**src/design/cordic_sine_cosine_defines.svh**
```systemverilog
// Assertion macros shared by the CORDIC sine and cosine design.
// Stands alone; included by cordic_sine_cosine.sv, the file that carries the concurrent assertions.
`ifndef CORDIC_SINE_COSINE_DEFINES_SVH
`define CORDIC_SINE_COSINE_DEFINES_SVH

// Same-cycle implication, disabled while reset is high.
`define CSC_ASSERT_SAME(label, clk, rst, ante, cons) \
   label: assert property (@(posedge clk) disable iff (rst) (ante) |-> (cons)) \
      else $error("CORDIC sine and cosine check failed");

// Next-cycle implication, disabled while reset is high.
`define CSC_ASSERT_NEXT(label, clk, rst, ante, cons) \
   label: assert property (@(posedge clk) disable iff (rst) (ante) |=> (cons)) \
      else $error("CORDIC sine and cosine check failed");

`endif

```
**src/design/csc_pkg.sv**
```systemverilog
// Package for the CORDIC sine and cosine pipeline: widths, angle constants,
// the arctangent table and the stage payload type. Depends on nothing.
package csc_pkg;

   localparam int ANGLE_W      = 32;
   localparam int CMD_W        = 1;
   localparam int OUT_W        = 34;
   localparam int IN_TDATA_W   = 32;
   localparam int OUT_TDATA_W  = 40;
   localparam int ITERATIONS   = 28;
   localparam int ITER_IDX_W   = 5;
   localparam int SUM_W        = ANGLE_W + 1;
   localparam int RED_W        = 31;
   localparam int WIDE_W       = SUM_W + 2;
   localparam int Z_SHIFT      = 4;
   localparam int Z_W          = RED_W + Z_SHIFT + 1;
   localparam int XY_W         = 36;
   localparam int ATAN_W       = 32;

   localparam logic [RED_W-1:0] PI_A    = 31'd843314857;
   localparam logic [RED_W-1:0] HALF_A  = 31'd421657428;
   localparam logic [RED_W-1:0] THREE_A = 31'd1264972285;
   localparam logic [RED_W-1:0] TWO_A   = 31'd1686629713;

   localparam logic signed [XY_W-1:0]  GAIN_X  = 36'sd2608131496;
   localparam logic signed [OUT_W-1:0] ONE_OUT = 34'sd4294967296;
   localparam logic signed [Z_W-1:0]   Z_HALF  = $signed({1'b0, HALF_A, {Z_SHIFT{1'b0}}});

   typedef enum logic [1:0] {
      SP_NONE,
      SP_ZERO,
      SP_POS_ONE,
      SP_NEG_ONE
   } csc_special_type;

   typedef struct packed {
      logic signed [XY_W-1:0] x;
      logic signed [XY_W-1:0] y;
      logic signed [Z_W-1:0]  z;
      logic                   neg;
      csc_special_type        special;
   } csc_stage_type;

   function automatic logic [ATAN_W-1:0] atan_q32(input logic [ITER_IDX_W-1:0] idx);
      logic [ATAN_W-1:0] v;
      unique case (idx)
         5'd0:  v = 32'd3373259426;
         5'd1:  v = 32'd1991351318;
         5'd2:  v = 32'd1052175346;
         5'd3:  v = 32'd534100635;
         5'd4:  v = 32'd268086748;
         5'd5:  v = 32'd134174063;
         5'd6:  v = 32'd67103403;
         5'd7:  v = 32'd33553749;
         5'd8:  v = 32'd16777131;
         5'd9:  v = 32'd8388597;
         5'd10: v = 32'd4194303;
         5'd11: v = 32'd2097152;
         5'd12: v = 32'd1048576;
         5'd13: v = 32'd524288;
         5'd14: v = 32'd262144;
         5'd15: v = 32'd131072;
         5'd16: v = 32'd65536;
         5'd17: v = 32'd32768;
         5'd18: v = 32'd16384;
         5'd19: v = 32'd8192;
         5'd20: v = 32'd4096;
         5'd21: v = 32'd2048;
         5'd22: v = 32'd1024;
         5'd23: v = 32'd512;
         5'd24: v = 32'd256;
         5'd25: v = 32'd128;
         5'd26: v = 32'd64;
         5'd27: v = 32'd32;
         5'd28: v = 32'd16;
         5'd29: v = 32'd8;
         5'd30: v = 32'd4;
         default: v = 32'd2;
      endcase
      return v;
   endfunction

endpackage

```
**src/design/csc_rotator.sv**
```systemverilog
// One CORDIC rotation stage with its own valid bit and ready chain.
// Depends on csc_pkg for the payload type and the arctangent table.
module csc_rotator (
   input  logic                           clock,
   input  logic                           reset,
   input  logic [csc_pkg::ITER_IDX_W-1:0] iter,
   input  logic                           in_valid,
   output logic                           in_ready,
   input  csc_pkg::csc_stage_type         in_data,
   output logic                           out_valid,
   input  logic                           out_ready,
   output csc_pkg::csc_stage_type         out_data
);
   import csc_pkg::*;

   logic                   valid_ff;
   logic                   valid_in;
   csc_stage_type          data_ff;
   csc_stage_type          data_in;
   logic signed [XY_W-1:0] x_sh;
   logic signed [XY_W-1:0] y_sh;
   logic signed [Z_W-1:0]  atan_v;

   assign in_ready = !valid_ff || out_ready;
   assign valid_in = in_ready ? in_valid : valid_ff;

   always_comb begin
      x_sh    = in_data.x >>> iter;
      y_sh    = in_data.y >>> iter;
      atan_v  = $signed({{(Z_W - ATAN_W){1'b0}}, atan_q32(iter)});
      data_in = in_data;
      if (in_data.z > 0) begin
         data_in.x = in_data.x - y_sh;
         data_in.y = in_data.y + x_sh;
         data_in.z = in_data.z - atan_v;
      end else begin
         data_in.x = in_data.x + y_sh;
         data_in.y = in_data.y - x_sh;
         data_in.z = in_data.z + atan_v;
      end
   end

   always_ff @(posedge clock) begin
      if (reset) begin
         valid_ff <= 1'b0;
      end else begin
         valid_ff <= valid_in;
      end
   end

   always_ff @(posedge clock) begin
      if (in_ready && in_valid) begin
         data_ff <= data_in;
      end
   end

   assign out_valid = valid_ff;
   assign out_data  = data_ff;

endmodule
```
**config.mk**
```make
export PLATFORM = sky130hd
export DESIGN_NAME = csc_rotator
export DESIGN_NICKNAME = d
export VERILOG_FILES = /design/src/design/cordic_sine_cosine_defines.svh /design/src/design/csc_pkg.sv /design/src/design/csc_rotator.sv
export SDC_FILE = /design/constraint.sdc
export NUM_CORES = 1
export LEC_CHECK = 0
export BUFFER_PORTS_ARGS = -buffer_cell sky130_fd_sc_hd__buf_4
export CAP_MARGIN = 30
export CORE_MARGIN = 2
export CORE_UTILIZATION = 30
export CTS_CLUSTER_DIAMETER = 40
export DETAILED_ROUTE_END_ITERATION = 8
export PLACE_DENSITY_LB_ADDON = 0.15
export RECOVER_POWER = 50
export SETUP_SLACK_MARGIN = 0.3
export SLEW_MARGIN = 40
export SYNTH_ARGS = -nofsm -noshare
export SYNTH_HDL_FRONTEND = slang
export SYNTH_SLANG_ARGS = --single-unit
```
**constraint.sdc**
```tcl
create_clock -name clock -period 17.2 [get_ports clock]
set_input_delay 0.86 -clock clock [delete_from_list [all_inputs] [get_ports clock]]
set_output_delay 0.86 -clock clock [all_outputs]
set_load 0.01 [all_outputs]
```
=== Word-level counts from Yosys, hierarchy flattened ===
Memory sizes are Yosys's and may differ from the RTL's.
Index checks and enable logic that the tools add are counted.

* Bits in registers: 112
* Memory bits (read-only): 1024
* Bits of input ports: 120
* Output and inout port bits: 113
* Memories: 1

* Add/subtract/negate cells: 6
* Order comparisons: 1
* Shift operators: 2
* Muxes and demuxes: 1
* Reduce and logical (&&, ||, !) cells: 3

{| class="wikitable"
|+ Memory list
! memory !! depth !! bits a word !! rd ports !! clocked after memory_dff !! wr ports !! RTL line !! text
|-
| (name not given) || 32 || 32 || 1 || 0 || 0 || csc_pkg.sv:46 || <nowiki>unique case (idx)</nowiki>
|}

{| class="wikitable"
|+ Operator list
! operator !! number
|-
| 108-bit 2-to-1 mux || 1
|-
| 36-bit adder || 2
|-
| 36-bit by 5-bit >>> shifter with 36-bit output || 2
|-
| 36-bit subtractor || 2
|-
| 36-bit by 33-bit adder with 36-bit output || 1
|-
| 36-bit by 1-bit > comparator with 1-bit output, second input constant || 1
|-
| 36-bit by 33-bit subtractor with 36-bit output || 1
|-
| 1-bit logical AND || 1
|-
| 1-bit logical NOT || 1
|-
| 1-bit logical OR || 1
|}

=== Depth between registers and ports, before layout ===
* Depth in word-level cells: 3
* Mapped depth: 28
* Gate-level depth less buffers: 21

=== Worst setup path after synthesis ===
No wires, ideal clock.

* Path kind: input -> register
* From: input port iter[1] in the netlist's numbering
* To: register data_ff (netlist bit out_data[37]) (data pin)
* Setup time: 0.262 ns
* Arrival time: 6.556 ns
* Data required time: 16.938 ns
* Setup slack: 10.382 ns
* Cell stages on the path: 26
* Buffers on the path: 6
* Cells stage by stage: clkbuf_1 > buf_2 > inv_1 > buf_2 > buf_2 > buf_1 > ha_1 > clkbuf_1 > nor2b_1 > o22ai_1 > a2111oi_0 > nand4_1 > or4_1 > nor3_1 > nor2_1 > a21oi_1 > a22oi_1 > ha_1 > and3_1 > a221oi_1 > o21ai_0 > a221o_1 > a221o_1 > a222oi_1 > a21oi_1 > xor2_1

{| class="wikitable"
|+ RTL lines
! element !! RTL line !! text
|-
| start, declared || csc_rotator.sv:6 || <nowiki>input logic [csc_pkg::ITER_IDX_W-1:0] iter,</nowiki>
|-
| end signal, assigned || csc_rotator.sv:53 || <nowiki>data_ff <= data_in;</nowiki>
|-
| end, declared || csc_rotator.sv:18 || <nowiki>csc_stage_type data_ff;</nowiki>
|}

==> metrics.md <==
| Metric | Value |
|---|---|
| Clk_lat worst skew | 410 ps |
| Static leakage | 7.52 nW |
| CP top delay family | simple AND/OR/NAND/NOR gates |
| Min cycle time layout | 7720 ps |
| F_max | 0.129 GHz |
| Post-synth top flop | edfxtp_1 |
| Synth top area share | 19.2% |
| Rel. slew slack | -46.3% |
| Post-CTS Setup Inserts | 0 |
| Routed Antenna Nets | 0 |
| Synthesized area | 0.0174 sq mm |
| Setup TNS | 0 ps |
| WS Path Type | in -> reg |
| Average wire per standard cell | 25.5 um |
| Status | finished, violations left |
| Critical path cell sequence | buf_4 > buf_4 > buf_4 > nand2b_1 > o22ai_1 > or2_2 > a221oi_1 > clkbuf_1 > and4bb_2 > nand4b_1 > nor4_2 > a21oi_1 > xnor2_1 > ha_1 > a21o_1 > a21o_1 > a21o_1 > a21oi_1 > o21bai_1 > or3_1 > a21oi_1 > nor2_1 > o311ai_0 |
| Maxcap violations | 1 |
| CP endpoint kind | flip-flop |
| Final setup fails | 0 |
| Post-CTS Hold Buffers | 0 |
| CTS Buf Count | 9 |
| Drc violations | 0 |
| Dpl cells | 2877 |
| Buf+Inv Stages, Crit Path | 4 |
| Root buf cell | clkbuf_16 |
| Initial DRC count | 1386 |
| Vias | 17200 |
| Mapped Cells | 1979 |
| Post-synth EDFFs | 111 |
| Die area | 0.0599 sq mm |
| Vias per Instance | 5.94 |
| Io pins | 233 |
| Mapped Avg Cell Area | 8.78 sq um |
| Cell Pwr Density | 80.0 mW/mm^2 |
| # port buffers | 232 |
| CP max stage delay | 700 ps |
| Clock Sinks | 112 |
| CP required | 17400 ps |
| Mapped Nets | 2219 |
| Critical-path top delay cell | buf_4 |
| Clock Skew | 7.84 ps |
| Layout cells sized above 1 | 16.1% |
| Async set or reset register ratio after synthesis | 0% |
| Seq/Total Area, Yosys | 19.3% |
| Final Core Density | 34.1% |
| Peak supply drop | 0.0000589 V |
| Hold Crit Class | reg -> reg |
| Antenna violations before repair | 1 |
| Final hold vios | 0 |
| Top cells by area, synth | edfxtp_1 (19%), ha_1 (8.4%), mux4_2 (7.4%) |
| Max-slew violations | 39 |
| Maximum root-to-sink buffer count | 2 |
| Least-Margin Pin Slew | 2190 ps |
| Yosys warns | 0 |
| Failing checks | max-capacitance violations, max-slew violations |
| Largest net degree at the start of global routing | 80 |
| Commonest non-fill, non-tap cell in the layout | a21oi_1 |
| P&R area growth vs syn | 12.6% |
| GRT Total Usage | 24.1% |
| Yosys top cell by area | edfxtp_1 |
| Grt ovf | 0 |
| Placer congestion estimate | 0.960 |
| Clock H-tree levels | 3 |
| Core box area | 0.0575 sq mm |
| Crit path max fanout | 70 |
| Filler cells | 6121 |
| Wire length of the first global-routing pass | 109000 um |
| Clk pin slew, worst setup/hold paths | 80 ps |
| Critical path arrival | 7920 ps |
| Starting Density | 30.2% |
| Final Non-Filler Cells | 2896 |
| CTS resizes | 0 |
| DP Wirelength | 57900 um |
| Number of global-route vias before repair | 16900 |
| CTS tree | built |
| Final nets | 2365 |
| Yosys cell types | 101 |
| Crit start category | primary input |
| Routed WL | 73800 um |
| Die H | 245 um |
| Flops & latches, synth | 112 |
| Drt first pass iters | 5 |
| RSZ-0062 raised after global routing | no |
| Core Rows | 88 |
| Tcrit/Tclk final | 44.9% |
| Die Width | 245 um |
| Most frequent cells in the layout | a21oi_1 (146), nor2_1 (140), buf_4 (139) |
==> where the power goes <==
part	internal, W	leakage (nW)	switching (W)	total (W)
logic	0.000358	6.28	0.000551	0.000909
clock network	0.000129	0.157	0.000114	0.000243
registers	0.000397	1.08	0.0000168	0.000413
total	0.000883	7.52	0.000682	0.00157
==> worst paths after layout <==
check / from / end / slack (ps) / cells after the start
hold reg to reg: out_valid$_SDFFE_PP0N_ / out_valid$_SDFFE_PP0N_ / 520 / 2
setup / recovery: iter[2] / out_data[73]$_DFFE_PP_ / 9480 / 23
setup reg to reg: out_valid$_SDFFE_PP0N_ / out_data[96]$_DFFE_PP_ / 13770 / 3
hold / removal: out_valid$_SDFFE_PP0N_ / out_valid$_SDFFE_PP0N_ / 520 / 2
==> worst reg2reg max path: cells and delay by family, from the launching register on <==
| family | cells | cell delay (ps) |
|---|---|---|
| buf+inv | 1 | 1630 |
| simple gates | 2 | 1010 |
| flops | 1 | 320 |
==> logic make-up after synthesis <==
logic type | synth area share, %
compound gates | 24.2
xor+xnor | 9.37
fa+ha+maj | 8.77
buf+inv | 5.12
flops | 19.3
mux | 15.6
simple gates | 17.7
==> area by class of cell <==
cell class | count | area, sq um | share of cell area, %
multi-input cells | 1691 | 13200 | 67.6
well taps | 765 | 957 | 4.89
inverters | 53 | 199 | 1.02
clock inverters | 6 | 91.3 | 0.467
flip-flops and latches | 112 | 3350 | 17.1
clock buffers | 10 | 229 | 1.17
repair buffers | 258 | 1520 | 7.75
diodes | 1 | 2.50 | 0.0128
==> routing by layer <==
layer  GRT usage, %  share of wire (%)  vias up
li1               -                  -     7904
met1           30.7                 42     8447
met2           40.3                 47      700
met3           4.25                6.3      148
met4           9.63                4.3        0
met5              0                  0        -
==> sequential cells by signal, indices dropped and copies added, names as in the netlist <==
name       flops
out_valid      1
out_data     111
==> synthesized netlist by cell type, drive strengths merged (62+ instances only) <==
cell type and count:
a21oi 147, nor2 142, xnor2 124, ha 117, o21ai 114, nand2 112
edfxtp 111, mux2i 75, buf 65, a21o 64, xor2 62
==> per-stage QoR <==
step	cell area (sq um)	hold slack, ps	power [W]	setup slack, ps
2_1_floorplan	17400	593	0.00105	10380
3_3_place_gp	19600	505	0.00137	8680
3_5_place_dp	19600	525	0.00137	8730
4_1_cts	20000	539	0.00162	9160
5_1_grt	19600	558	0.00168	8940
6_report	19600	521	0.00157	9480
Power figures use the tool's default switching activity.
